File: config.mk
export PLATFORM = sky130hd
export DESIGN_NAME = markup_primitive_tag_tracker
export DESIGN_NICKNAME = d
export VERILOG_FILES = /design/src/hw/rtl/mptt_pkg.sv /design/src/hw/rtl/mptt_core.sv /design/src/hw/rtl/mptt_outbuf.sv /design/src/hw/rtl/markup_primitive_tag_tracker.sv
export SDC_FILE = /design/constraint.sdc
export NUM_CORES = 1
export LEC_CHECK = 0
export BUFFER_PORTS_ARGS = -buffer_cell sky130_fd_sc_hd__clkbuf_2
export CAP_MARGIN = 5
export CORE_MARGIN = 2
export CORE_UTILIZATION = 30
export CTS_CLUSTER_DIAMETER = 150
export DETAILED_ROUTE_END_ITERATION = 7
export GPL_ROUTABILITY_DRIVEN = 0
export PLACE_DENSITY_LB_ADDON = 0.2
export SYNTH_ARGS = -nofsm -noshare
export SYNTH_HDL_FRONTEND = slang
export SYNTH_SLANG_ARGS = --single-unit
File: constraint.sdc
create_clock -name clk -period 5.2 [get_ports clk]
set_input_delay 1.04 -clock clk [delete_from_list [all_inputs] [get_ports clk]]
set_output_delay 1.04 -clock clk [all_outputs]
set_load 0.01 [all_outputs]
File: src/hw/rtl/mptt_pkg.sv
`default_nettype none

package mptt_pkg;

  // Default number of slots in a section
  localparam int unsigned SlotCountDefault = 256;

  // Reserved characters of the compacted markup text
  localparam logic [7:0] CharLt    = 8'h3C;  // '<'
  localparam logic [7:0] CharGt    = 8'h3E;  // '>'
  localparam logic [7:0] CharSlash = 8'h2F;  // '/'
  localparam logic [7:0] CharEq    = 8'h3D;  // '='
  localparam logic [7:0] CharSpace = 8'h20;  // ' '

  // Element state of a slot
  typedef enum logic [2:0] {
    ELEM_NONE         = 3'd0,
    ELEM_OPEN         = 3'd1,
    ELEM_CLOSE        = 3'd2,
    ELEM_CLOSE_OPEN   = 3'd3,
    ELEM_DOUBLE_CLOSE = 3'd4
  } elem_state_t;

  // Attribute and children section state
  typedef enum logic [1:0] {
    SEC_NONE  = 2'd0,
    SEC_OPEN  = 2'd1,
    SEC_CLOSE = 2'd2
  } sec_state_t;

  // One result item
  typedef struct packed {
    logic        slot_overflow;
    sec_state_t  children_state;
    logic        children_write;
    sec_state_t  params_state;
    logic        params_write;
    elem_state_t element_state;
    logic        element_write;
    logic [7:0]  slot_index;
  } result_t;

  function automatic logic is_reserved(input logic [7:0] c);
    is_reserved = (c == CharLt) || (c == CharGt) || (c == CharSlash) ||
                  (c == CharEq) || (c == CharSpace);
  endfunction

endpackage

`default_nettype wire

File: src/hw/rtl/mptt_core.sv
`default_nettype none

module mptt_core #(
  parameter int unsigned SLOT_COUNT = mptt_pkg::SlotCountDefault
) (
  input  wire logic              clk,
  input  wire logic              rst,
  input  wire logic              accept,
  input  wire logic [7:0]        char_in,
  input  wire logic              section_start,
  output mptt_pkg::result_t      result
);
  import mptt_pkg::*;

  localparam int unsigned SlotW = (SLOT_COUNT > 2) ? $clog2(SLOT_COUNT) : 1;
  localparam logic [SlotW-1:0] SlotLast = SlotW'(SLOT_COUNT - 1);

  // Running state
  logic [SlotW-1:0] slot_cnt, slot_cnt_next;
  logic             name_run, name_run_next;
  logic [7:0]       prev_char;
  logic             params_open, params_open_next;
  logic             children_open, children_open_next;
  elem_state_t      elem_state, elem_state_next;

  // State as seen by this item: section start clears it first
  logic [SlotW-1:0] cur_slot;
  logic             cur_run;
  logic [7:0]       cur_prev;
  logic             cur_params;
  logic             cur_children;
  elem_state_t      cur_elem;
  logic [SlotW+7:0] slot_ext;

  always_comb begin
    cur_slot     = section_start ? '0 : slot_cnt;
    cur_run      = section_start ? 1'b0 : name_run;
    cur_prev     = section_start ? 8'h00 : prev_char;
    cur_params   = section_start ? 1'b0 : params_open;
    cur_children = section_start ? 1'b0 : children_open;
    cur_elem     = section_start ? ELEM_NONE : elem_state;
  end

  // Per-character decode
  always_comb begin
    slot_cnt_next      = cur_slot;
    name_run_next      = cur_run;
    params_open_next   = cur_params;
    children_open_next = cur_children;
    elem_state_next    = cur_elem;
    result             = '0;

    if (is_reserved(char_in)) begin
      // end of a name run advances the slot, or flags overflow at the last slot
      if (cur_run) begin
        name_run_next = 1'b0;
        if (cur_slot < SlotLast) begin
          slot_cnt_next   = cur_slot + SlotW'(1);
          elem_state_next = ELEM_NONE;
        end else begin
          result.slot_overflow = 1'b1;
        end
      end
      priority if (char_in == CharLt) begin
        elem_state_next = (elem_state_next == ELEM_CLOSE) ? ELEM_CLOSE_OPEN : ELEM_OPEN;
        result.element_write = 1'b1;
        result.element_state = elem_state_next;
      end else if (char_in == CharGt) begin
        if (cur_params) begin
          result.params_write = 1'b1;
          result.params_state = SEC_CLOSE;
          params_open_next    = 1'b0;
        end
        if (cur_prev != CharSlash) begin
          result.children_write = 1'b1;
          result.children_state = SEC_OPEN;
          children_open_next    = 1'b1;
        end
      end else if (char_in == CharSlash) begin
        elem_state_next = (elem_state_next == ELEM_CLOSE_OPEN) ? ELEM_DOUBLE_CLOSE
                                                               : ELEM_CLOSE;
        result.element_write = 1'b1;
        result.element_state = elem_state_next;
        if (cur_params) begin
          result.params_write = 1'b1;
          result.params_state = SEC_CLOSE;
          params_open_next    = 1'b0;
        end
        if (cur_children) begin
          result.children_write = 1'b1;
          result.children_state = SEC_CLOSE;
          children_open_next    = 1'b0;
        end
      end else if (char_in == CharSpace) begin
        if (!cur_params) begin
          result.params_write = 1'b1;
          result.params_state = SEC_OPEN;
          params_open_next    = 1'b1;
        end
      end else begin
        // '=' writes nothing
      end
    end else begin
      name_run_next = 1'b1;
    end

    slot_ext          = {8'h00, slot_cnt_next};
    result.slot_index = slot_ext[7:0];
  end

  // State registers, updated on each accepted item
  always_ff @(posedge clk) begin
    if (rst) begin
      slot_cnt      <= '0;
      name_run      <= 1'b0;
      prev_char     <= 8'h00;
      params_open   <= 1'b0;
      children_open <= 1'b0;
      elem_state    <= ELEM_NONE;
    end else if (accept) begin
      slot_cnt      <= slot_cnt_next;
      name_run      <= name_run_next;
      prev_char     <= char_in;
      params_open   <= params_open_next;
      children_open <= children_open_next;
      elem_state    <= elem_state_next;
    end
  end

endmodule

`default_nettype wire

File: src/hw/rtl/mptt_outbuf.sv
`default_nettype none

module mptt_outbuf (
  input  wire logic              clk,
  input  wire logic              rst,
  input  wire logic              in_valid,
  output logic                   in_ready,
  input  wire mptt_pkg::result_t in_data,
  output logic                   out_valid,
  input  wire logic              out_ready,
  output mptt_pkg::result_t      out_data
);
  import mptt_pkg::*;

  logic    skid_valid;
  result_t skid_data;

  // Take items until the skid stage holds one
  assign in_ready = !skid_valid;

  // Output register plus skid stage
  always_ff @(posedge clk) begin
    if (rst) begin
      out_valid  <= 1'b0;
      skid_valid <= 1'b0;
    end else if (!out_valid || out_ready) begin
      if (skid_valid) begin
        out_valid  <= 1'b1;
        skid_valid <= 1'b0;
      end else begin
        out_valid <= in_valid;
      end
    end else if (in_valid && in_ready) begin
      skid_valid <= 1'b1;
    end
  end

  // Payload
  always_ff @(posedge clk) begin
    if (!out_valid || out_ready) begin
      out_data <= skid_valid ? skid_data : in_data;
    end else if (in_valid && in_ready) begin
      skid_data <= in_data;
    end
  end

endmodule

`default_nettype wire

File: src/hw/rtl/markup_primitive_tag_tracker.sv
// The result of an accepted item is registered in the output buffer before the master side.
// Throughput: one item per cycle while m_tready is high; one decode pass per character.
// Stalls: the output register plus a skid entry take one more item after m_tready drops,
//   and s_tready is held low while the skid entry holds an item.
// Reset (rst, synchronous, active high) clears slot counter, name-run flag,
//   previous character, section flags, element state and the output buffer.
`default_nettype none

module markup_primitive_tag_tracker #(
  parameter int unsigned SLOT_COUNT = mptt_pkg::SlotCountDefault
) (
  input  wire logic        clk,
  input  wire logic        rst,
  input  wire logic        s_tvalid,
  output logic             s_tready,
  input  wire logic [15:0] s_tdata,   // [7:0] char_in, [8] section_start, [15:9] zero
  output logic             m_tvalid,
  input  wire logic        m_tready,
  output logic [23:0]      m_tdata    // [7:0] slot_index, [8] element_write,
                                      // [11:9] element_state, [12] params_write,
                                      // [14:13] params_state, [15] children_write,
                                      // [17:16] children_state, [18] slot_overflow,
                                      // [23:19] zero
);
  import mptt_pkg::*;

  logic    accept;
  result_t core_result;
  result_t out_result;

  assign accept = s_tvalid && s_tready;

  mptt_core #(
    .SLOT_COUNT(SLOT_COUNT)
  ) u_core (
    .clk          (clk),
    .rst          (rst),
    .accept       (accept),
    .char_in      (s_tdata[7:0]),
    .section_start(s_tdata[8]),
    .result       (core_result)
  );

  mptt_outbuf u_outbuf (
    .clk      (clk),
    .rst      (rst),
    .in_valid (s_tvalid),
    .in_ready (s_tready),
    .in_data  (core_result),
    .out_valid(m_tvalid),
    .out_ready(m_tready),
    .out_data (out_result)
  );

  assign m_tdata = {5'b00000, out_result};

endmodule

`default_nettype wire

==> summary.txt, run 1 <==
outcome -> finished clean
slowest CP cell -> a21oi_1
CP endpoint kind -> register
CP arrival -> 3520 ps
fraction of layout cells with a size suffix above 1 -> 21.9%
Die H -> 106 um
cell area after synthesis -> 3130 um^2
post-synthesis register bit count -> 62
critical path depth -> 8
vias -> 2,364
max_slew headroom -> 30.3%
required time of the critical path -> 5300 ps
CTS H-Tree Depth -> 3
Syn Inst Count -> 299
area leader, netlist -> edfxtp_1
final instance area -> 3600 um^2
static leakage -> 1.35 nW
# nets final -> 350
Setup WS post-layout -> 1780 ps
Least-Margin Pin Slew -> 1050 ps
Peak supply drop -> 117 uV
DP HPWL -> 4900 um
max cap viols -> 0
GRT overflow -> 0
unrepaired setup endpoints after global routing -> false
Filler Cell Count -> 1,061
clk_skew -> 9.41 ps
CTS Sinks -> 62
initial antenna violation count -> 0
Yosys top cell area share -> 36.5%
Ports -> 46
Area Overhead vs Synth -> 15.2%
fin crit share -> 65.8%
Final Max Tran Viols -> 0
CTS Hold Bufs -> 0
reg-to-reg startpoint -> u_outbuf.skid_valid$_SDFFE_PP0P_
CP bufs+invs -> 1
Ys Warns -> 0
Setup CP Type -> in -> reg
Top delay family on crit path -> multiplexers
clock buffer depth -> 2
Setup TNS -> 0 ps
Commonest cells post-synth -> edfxtp_1 (38), nand2_1 (33), dfxtp_1 (24), a21oi_1 (19), nor2_1 (17)
Critical Path Source Type -> input pin
drt pass-1 iters -> 4
pin count of the biggest net entering global routing -> 28
Starting Density -> 30.6%
asr flop ratio synth -> 0%
post-route ant nets -> 0
slowest stage delay, CP -> 420 ps
CP endpoint -> u_outbuf.out_data[1]$_DFFE_PP_
die area -> 11,300 um^2
placed instance area -> 3390 um^2
post-CTS setup buffers -> 0
global-route wire length before repair -> 11,600 um
FF-to-FF path depth -> 4
reg2reg setup slack -> 2500 ps
Avg Synthesized Cell Area -> 10.5 um^2
row cnt -> 37
pwr dens -> 302 nW/um^2
Max FO, Critical Path -> 27
Die X -> 106 um
Setup Viol. Count Final -> 0
Main synth FF type -> edfxtp_1
DRC Markers -> 0
DRT Wirelength -> 7090 um
clock slew at reported path FFs -> 70 ps
vias in the first global route -> 2,210
overall routing resource usage -> 13.5%
unique cell type count in the Yosys netlist -> 66
post-synthesis sequential area ratio -> 51.9%
port bufs -> 33
RR Endpoint -> u_outbuf.skid_data[1]$_DFFE_PP_
Num CTS Buffers -> 9
# diodes -> 0
CP Launch Point -> s_tdata[8]
Final Util -> 35.2%
drt via density -> 5.03
PostCTS Resize Cnt -> 0
clock root cell -> clkbuf_8
synth top area cells -> edfxtp_1 (36%), dfxtp_1 (15%), nand2_1 (4.0%)
Clock Latency Late Sink -> 350 ps
Avg WL per Cell -> 15.1 um
Hold Crit Class -> reg -> reg
Total Power -> 1.09 mW
min Tclk post-route -> 3420 ps
CTS tree -> yes
Post-synth EDFFs -> 38
Cell Chain, Critical Path -> clkbuf_2 > nor2b_1 > ha_1 > and4_1 > a21oi_1 > o21ai_1 > mux2_1 > mux2_2
1st-iter DRT viols -> 141
FMAX -> 0.292 GHz
CORE AREA -> 10,200 um^2
pre-CTS WS -> 1410 ps
final hold vios -> 0
most common cell in the netlist -> edfxtp_1
## power breakdown
part           internal (mW)  leakage, nW  switching (mW)  total, mW
Combinational         0.0266        0.680          0.0495     0.0761
Clock                  0.269        0.106           0.198      0.467
Sequential             0.538        0.568         0.00699      0.545
## state kept, by name (all words and copies together), names as in the netlist
name and cells:
u_outbuf.out_data 19, u_outbuf.skid_data 19, u_core.prev_char 8, u_core.slot_cnt 8
u_core.elem_state 3, u_core.children_open 1, u_core.name_run 1, u_core.params_open 1
u_outbuf.out_valid 1, u_outbuf.skid_valid 1
## through the flow
stage / hold slack [ps] / std cells
global placement: 444 / 454
detailed placement: 452 / 454
finish: 457 / 470
CTS: 461 / 470
global route: 488 / 470
floorplan: 431 / 303
## kinds of logic (layout without fill, tap and decap cells)
logic type	Yosys count	in the layout	share of synthesized area, %
adders and majority gates	1	1	0.400
AOI/OAI and AO/OA	70	70	15.2
other	1	5	0.120
xor gates and xnor gates	5	5	1.40
and+or+nand+nor	115	115	20.8
muxes	15	15	5.44
DFF	62	62	51.9
buffers and inverters	30	61	4.68
## layout make-up
class                      count  area, um^2  area share [%]
multi-input combinational    211        1370            38.2
clock inverter                 6        86.3            2.40
timing repair buffer          36         188            5.21
clock buffer                  10         128            3.54
sequential                    62        1620            45.0
tap                          136         170            4.73
inverter                       9        33.8           0.938
## layer usage
metal / track usage [%] / vias up / part of all wire (%)
met1: 18.4 / 1120 / 50
met5: 0 / - / 0
met2: 20.1 / 60 / 43
met3: 3.86 / 12 / 4.7
met4: 5.73 / 0 / 1.8
li1: - / 1172 / -
## worst min-delay path by stage
stage	to	cells after the start	slack (ps)	startpoint
floorplan	u_core.prev_char[4]$_SDFFE_PP0P_	2	430	u_core.prev_char[4]$_SDFFE_PP0P_
global placement	u_core.prev_char[3]$_SDFFE_PP0P_	2	440	u_core.prev_char[3]$_SDFFE_PP0P_
detailed placement	u_core.prev_char[7]$_SDFFE_PP0P_	2	450	u_core.prev_char[7]$_SDFFE_PP0P_
CTS	u_core.prev_char[7]$_SDFFE_PP0P_	2	460	u_core.prev_char[7]$_SDFFE_PP0P_
global route	u_core.prev_char[7]$_SDFFE_PP0P_	2	490	u_core.prev_char[7]$_SDFFE_PP0P_
finish	u_core.prev_char[7]$_SDFFE_PP0P_	2	460	u_core.prev_char[7]$_SDFFE_PP0P_
## cells in the final DEF, fill, tap and decap left out, types with 6 or more instances in the layout
cell / Yosys / routed
a31oi_1: 6 / 6
dfxtp_1: 24 / 24
mux2_2: 11 / 11
nand2_1: 33 / 33
a21oi_1: 19 / 19
nor2_1: 17 / 17
inv_1: 7 / 7
nor3_1: 6 / 6
edfxtp_1: 38 / 38
clkbuf_8: 0 / 9
nand3b_1: 6 / 6
o21ai_0: 11 / 11
clkbuf_2: 0 / 33
nand2b_1: 7 / 7
## worst min-delay path, delay by kind of cell, from the launching register on
kind / cells / cell delay [ps]
AND/OR/NAND/NOR: 1 / 50
flip-flops: 1 / 310
AO/OA/AOI/OAI: 1 / 50
Note: power is estimated with default switching activity, not from simulation.
==> inputs of run 2 (changes only) <==
==> constraint.sdc (replaced) <==
create_clock -name clk -period 2.85 [get_ports clk]
set_input_delay 0.57 -clock clk [delete_from_list [all_inputs] [get_ports clk]]
set_output_delay 0.57 -clock clk [all_outputs]
set_load 0.01 [all_outputs]
==> run 2 against run 1 <==
Critical path depth decreased by 1; cell count grew 2.8%; register-to-register slack worse by 2000 ps; setup slack got worse by 1300 ps; final area is 2.5% higher; non-clock buffer count up 13; worst hold slack improved by 1.5 ps; first-iteration DRC count up 9.2%; critical path type is now reg -> reg; critical endpoint unchanged; highest routed layer unchanged.
==> summary.txt, run 2 (synthesis gave the netlist of run 1 again) <==
Final Max Tran Viols -> 0 (unchanged)
static leakage -> 1.41 nW (+4.0%)
Hold Crit Class -> reg -> reg
DP HPWL -> 5140 um (+4.7%)
CP arrival -> 2450 ps (-1070 ps)
PostCTS Resize Cnt -> 0 (unchanged)
Hold Path End -> u_core.prev_char[7]$_SDFFE_PP0P_
FMAX -> 0.425 GHz
most frequent cells in the layout -> edfxtp_1 (38), nand2_1 (33), clkbuf_2 (33), dfxtp_1 (24), a21oi_1 (19)
reg2reg setup slack -> 500 ps (-2000 ps)
# diodes -> 0 (unchanged)
vias in the first global route -> 2,271 (+2.8%)
final hold vios -> 0 (unchanged)
post-CTS setup buffers -> 0 (unchanged)
required time of the critical path -> 2950 ps (-2350 ps)
reg-to-reg startpoint -> u_core.slot_cnt[1]$_SDFFE_PP0P_
Gate power share -> 7.6% (+0.6 points)
clock buffer depth -> 2 (unchanged)
Hold WS -> 459 ps (+1.52 ps)
Setup WS post-layout -> 496 ps (-1280 ps)
CTS Hold Bufs -> 0 (unchanged)
Int Power -> 1.47 mW (+76%)
DRC Markers -> 0 (unchanged)
unrepaired setup endpoints after global routing -> false
DRT Wirelength -> 7230 um (+1.9%)
die area -> 11,300 um^2 (unchanged)
CTS Sinks -> 62 (unchanged)
RR Endpoint -> u_outbuf.out_data[1]$_DFFE_PP_
max_slew headroom -> 57.2% (+27 points)
global-route wire length before repair -> 11,900 um (+2.9%)
Setup TNS -> 0 ps (unchanged)
drt pass-1 iters -> 4 (unchanged)
placed cells -> 467 (+2.9%)
vias -> 2,401 (+1.6%)
pwr dens -> 529 nW/um^2 (+75%)
Setup CP Type -> reg -> reg
# nets final -> 363 (+3.7%)
Critical Path Source Type -> register
Starting Density -> 30.6% (unchanged)
CTS H-Tree Depth -> 3 (unchanged)
port bufs -> 33 (unchanged)
hold depth -> 2 (unchanged)
Num CTS Buffers -> 9 (unchanged)
commonest non-fill, non-tap cell in the layout -> edfxtp_1
clock power share -> 41.6% (-1.3 points)
sw frac -> 24.8% (+1.4 points)
Ports -> 46 (unchanged)
placed instance area -> 3480 um^2 (+2.9%)
initial antenna violation count -> 0 (unchanged)
Total Power -> 1.96 mW (+80%)
non-filler cells, final -> 483 (+2.8%)
Die X -> 106 um (unchanged)
Setup Viol. Count Final -> 0 (unchanged)
post-route ant nets -> 0 (unchanged)
biggest regs -> u_outbuf.out_data x19, u_outbuf.skid_data x19
Max FO, Critical Path -> 4 (-85%)
Clock Latency Late Sink -> 350 ps (about the same)
drt via density -> 4.97 (-1.2%)
min Tclk post-route -> 2350 ps
clock slew at reported path FFs -> 70 ps (about the same)
CTS tree -> yes
pin count of the biggest net entering global routing -> 27 (-3.6%)
CORE AREA -> 10,200 um^2 (unchanged)
1st-iter DRT viols -> 154 (+9.2%)
fraction of layout cells with a size suffix above 1 -> 25.1% (+3.2 points)
outcome -> finished clean
Area Overhead vs Synth -> 18.1%
row cnt -> 37 (unchanged)
Peak supply drop -> 186 uV (+60%)
sw power -> 0.485 mW (+90%)
Seq pwr share -> 50.9% (+0.8 points)
FF-to-FF path depth -> 7 (+3)
GRT overflow -> 0 (unchanged)
hold wc startpoint -> u_core.prev_char[7]$_SDFFE_PP0P_
clk_skew -> 10.9 ps (+1.49 ps)
clock root cell -> clkbuf_8
Avg WL per Cell -> 15.0 um (-0.83%)
CP endpoint kind -> register
overall routing resource usage -> 13.7% (+0.14 points)
Final Util -> 36.1% (+0.89 points)
max cap viols -> 0 (unchanged)
final instance area -> 3690 um^2 (+2.5%)
pre-CTS WS -> 189 ps (-1220 ps)
Die H -> 106 um (unchanged)
fin crit share -> 82.6%
Least-Margin Pin Slew -> 642 ps (-404 ps)
run 2: final cells by class:
cell class,count,area [um^2]
Fill cell,1055,6540
Sequential cell,62,1620
Multi-Input combinational cell,211,1370
Timing Repair Buffer,49,285
Tap cell,136,170
Clock buffer,10,138
Clock inverter,6,70.1
Inverter,9,33.8
run 2: power by group through the flow:
| stage | Combinational (mW) | Sequential (mW) | Clock, mW |
|---|---|---|---|
| floorplan | 0.0880 | 1.02 | 0 |
| global placement | 0.148 | 1.01 | 0 |
| detailed placement | 0.149 | 1.02 | 0 |
| CTS | 0.149 | 0.995 | 0.832 |
| global route | 0.166 | 0.999 | 0.879 |
| finish | 0.148 | 0.995 | 0.813 |
run 2: how the worst max path moves through the flow:
stage | from | endpoint | slack (ps) | depth (start not counted)
3_5_place_dp | s_tdata[8] | u_outbuf.out_data[1]$_DFFE_PP_ | 190 | 8
3_3_place_gp | s_tdata[7] | u_outbuf.out_data[1]$_DFFE_PP_ | 210 | 6
4_1_cts | u_core.slot_cnt[1]$_SDFFE_PP0P_ | u_outbuf.out_data[1]$_DFFE_PP_ | 480 | 7
6_report | u_core.slot_cnt[1]$_SDFFE_PP0P_ | u_outbuf.out_data[1]$_DFFE_PP_ | 500 | 7
2_1_floorplan | s_tdata[1] | u_outbuf.out_data[7]$_DFFE_PP_ | 310 | 7
5_1_grt | u_core.slot_cnt[1]$_SDFFE_PP0P_ | u_outbuf.out_data[1]$_DFFE_PP_ | 350 | 7
run 2: critical path, cell delays in order, from the launching register on:
cell and delay, ps:
dfxtp_1 380, nor2b_1 290, ha_1 210, and4_1 260, a21oi_1 100, o21ai_1 210
mux2_1 400, mux2_2 270
run 2: per-layer routing:
metal | part of all wire, % | vias to the layer above | GRT usage [%]
li1 | - | 1197 | -
met1 | 51 | 1129 | 18.9
met2 | 44 | 71 | 20.8
met3 | 4.7 | 4 | 4.11
met4 | 0.44 | 0 | 3.67
met5 | 0 | - | 0
==> inputs of run 3 (changes only) <==
==> constraint.sdc (replaced) <==
create_clock -name clk -period 2.21 [get_ports clk]
set_input_delay 0.442 -clock clk [delete_from_list [all_inputs] [get_ports clk]]
set_output_delay 0.442 -clock clk [all_outputs]
set_load 0.01 [all_outputs]
==> run 3 against run 2 <==
Critical path depth is 1 lower; clock skew is 3.2 ps lower; clock-buffer cell count stayed put; register-to-register slack worse by 380 ps; first-iteration DRC count is 21% higher; power is 27% higher; global-route usage is 0.63 points higher; non-clock buffer count is 42 higher; routed wire length is 2.4% higher; flip-flop and latch count stayed put; largest cell class unchanged; largest power group unchanged.
==> summary.txt, run 3 (synthesis gave the netlist of run 1 again) <==
global-route wire length before repair -> 12,500 um (+5.3%)
M3 GR Usage -> 3.00% (-1.1 points)
Setup TNS -> 0 ps (unchanged)
outcome -> finished clean
clock buffer depth -> 2 (unchanged)
commonest non-fill, non-tap cell in the layout -> buf_4
DRC Markers -> 0 (unchanged)
hold wc startpoint -> s_tvalid
fin crit share -> 94.6% (+12 points)
overall routing resource usage -> 14.3% (+0.63 points)
post-CTS setup buffers -> 0 (unchanged)
CP arrival -> 2180 ps (-270 ps)
static leakage -> 1.63 nW (+16%)
non-filler cells, final -> 525 (+8.7%)
Filler Cell Count -> 1,023 (-3.0%)
DP HPWL -> 5430 um (+5.7%)
Reg area -> 1620 um^2 (about the same)
final instance area -> 4050 um^2 (+9.8%)
Setup CP Type -> reg -> reg
vias -> 2,543 (+5.9%)
required time of the critical path -> 2300 ps (-650 ps)
drt pass-1 iters -> 4 (unchanged)
FMAX -> 0.478 GHz (+13%)
Starting Density -> 30.6% (unchanged)
global routing met2 resource utilization -> 21.7% (+0.83 points)
post-route ant nets -> 0 (unchanged)
Multi-input gate area -> 1430 um^2 (+3.7%)
CP endpoint kind -> register
port bufs -> 33 (unchanged)
min Tclk post-route -> 2090 ps (-264 ps)
Ports -> 46 (unchanged)
global routing's busiest layer -> met2
pwr dens -> 615 nW/um^2 (+16%)
Die H -> 106 um (unchanged)
Final Max Tran Viols -> 0 (unchanged)
drt via density -> 4.84 (-2.6%)
FF-to-FF path depth -> 6 (-1)
slowest CP cell -> a211oi_2
max_slew headroom -> 59.7% (+2.5 points)
Setup Viol. Count Final -> 0 (unchanged)
RR Endpoint -> u_outbuf.out_data[7]$_DFFE_PP_
hold depth -> 3 (+1)
Final Util -> 39.6% (+3.5 points)
reg-to-reg startpoint -> u_core.name_run$_SDFFE_PP0P_
CORE AREA -> 10,200 um^2 (unchanged)
Max FO, Critical Path -> 4 (unchanged)
Clock Latency Late Sink -> 340 ps (about the same)
fraction of layout cells with a size suffix above 1 -> 35.7% (+11 points)
# nets final -> 405 (+12%)
most frequent cells in the layout -> buf_4 (57), edfxtp_1 (38), nand2_1 (33), clkbuf_2 (33), dfxtp_1 (23)
CTS Sinks -> 62 (unchanged)
Hold WS -> 427 ps (-31.6 ps)
row cnt -> 37 (unchanged)
Hold Crit Class -> in -> reg
max cap viols -> 0 (unchanged)
unrepaired setup endpoints after global routing -> false
Avg WL per Cell -> 14.1 um (-5.8%)
placed cells -> 509 (+9.0%)
met1 Use GR -> 20.4% (+1.5 points)
clk_skew -> 7.66 ps (-3.24 ps)
GRT overflow -> 0 (unchanged)
slowest stage delay, CP -> 350 ps (-50 ps)
clock slew at reported path FFs -> 80 ps (about the same)
CTS H-Tree Depth -> 3 (unchanged)
Least-Margin Pin Slew -> 604 ps (-37.7 ps)
Cell Chain, Critical Path -> buf_4 > nor4bb_1 > o211ai_1 > a211oi_2 > xnor2_1 > mux2_4
pre-CTS WS -> -278 ps (-468 ps)
Num CTS Buffers -> 9 (unchanged)
# diodes -> 0 (unchanged)
reg2reg setup slack -> 120 ps (-380 ps)
Peak supply drop -> 274 uV (+47%)
1st-iter DRT viols -> 186 (+21%)
DRT Wirelength -> 7400 um (+2.4%)
Total Power -> 2.49 mW (+27%)
initial antenna violation count -> 0 (unchanged)
Hold Path End -> u_outbuf.skid_valid$_SDFFE_PP0P_
CTS tree -> yes
Die X -> 106 um (unchanged)
Area Overhead vs Synth -> 29.7%
clock root cell -> clkbuf_8
vias in the first global route -> 2,449 (+7.8%)
Setup WS post-layout -> 119 ps (-376 ps)
pin count of the biggest net entering global routing -> 27 (unchanged)
die area -> 11,300 um^2 (unchanged)
final hold vios -> 0 (unchanged)
biggest regs -> u_outbuf.out_data x19, u_outbuf.skid_data x19
placed instance area -> 3830 um^2 (+10%)
Critical Path Source Type -> register
==> run 3: cell count changes in the layout (fill, tap and decap cells not counted), sizes merged <==
cell,before,now
clkinv,1,4
clkinvlp,3,0
buf,16,58
==> run 3: timing repair <==
item                                    in CTS  in global routing
hold buffers                                 0                  0
endpoints found under the setup margin       1                  8
gates resized for setup                      2                  7
cloned                                       0                  0
==> run 3: how the worst max path moves through the flow <==
stage / startpoint / endpoint / slack, ps / depth (start not counted)
final: u_core.name_run$_SDFFE_PP0P_ / u_outbuf.out_data[7]$_DFFE_PP_ / 120 / 6
after detailed placement: s_tdata[7] / u_core.slot_cnt[4]$_SDFFE_PP0P_ / -280 / 7
after CTS: u_core.slot_cnt[1]$_SDFFE_PP0P_ / u_outbuf.out_data[1]$_DFFE_PP_ / 20 / 7
after global routing: u_core.name_run$_SDFFE_PP0P_ / u_core.slot_cnt[4]$_SDFFE_PP0P_ / 9 / 6
after global placement: s_tdata[7] / u_core.slot_cnt[4]$_SDFFE_PP0P_ / -260 / 7
after floorplan: s_tdata[1] / u_outbuf.out_data[7]$_DFFE_PP_ / -100 / 7
==> run 3: layer usage <==
| metal | vias up | share of wire [%] | routed length [um] |
|---|---|---|---|
| met5 | - | 0 | 0 |
| met4 | 0 | 0.62 | 46 |
| met3 | 5 | 3.7 | 277 |
| met2 | 52 | 45 | 3310 |
| met1 | 1211 | 51 | 3770 |
| li1 | 1275 | - | - |
==> run 3: critical path: cells and delay by family (launching register included) <==
kind / cells / cell delay, ps
buffers and inverters: 1 / 130
muxes: 1 / 260
xor gates and xnor gates: 1 / 130
and+or+nand+nor: 1 / 340
DFF: 1 / 330
AOI/OAI and AO/OA: 2 / 640
==> run 3: final cells by class <==
cell class                 instances  area share [%]
multi-input combinational        211            35.2
clock inverter                     6            1.51
timing repair buffer              91            15.1
tap                              136            4.20
inverter                           9           0.833
clock buffer                      10            3.15
sequential                        62            40.0
==> run 3: report_power, final <==
group	switching (mW)	internal [mW]	total [mW]
Sequential	0.0133	1.27	1.28
Combinational	0.130	0.0977	0.228
Clock	0.464	0.520	0.984
Total	0.608	1.88	2.49
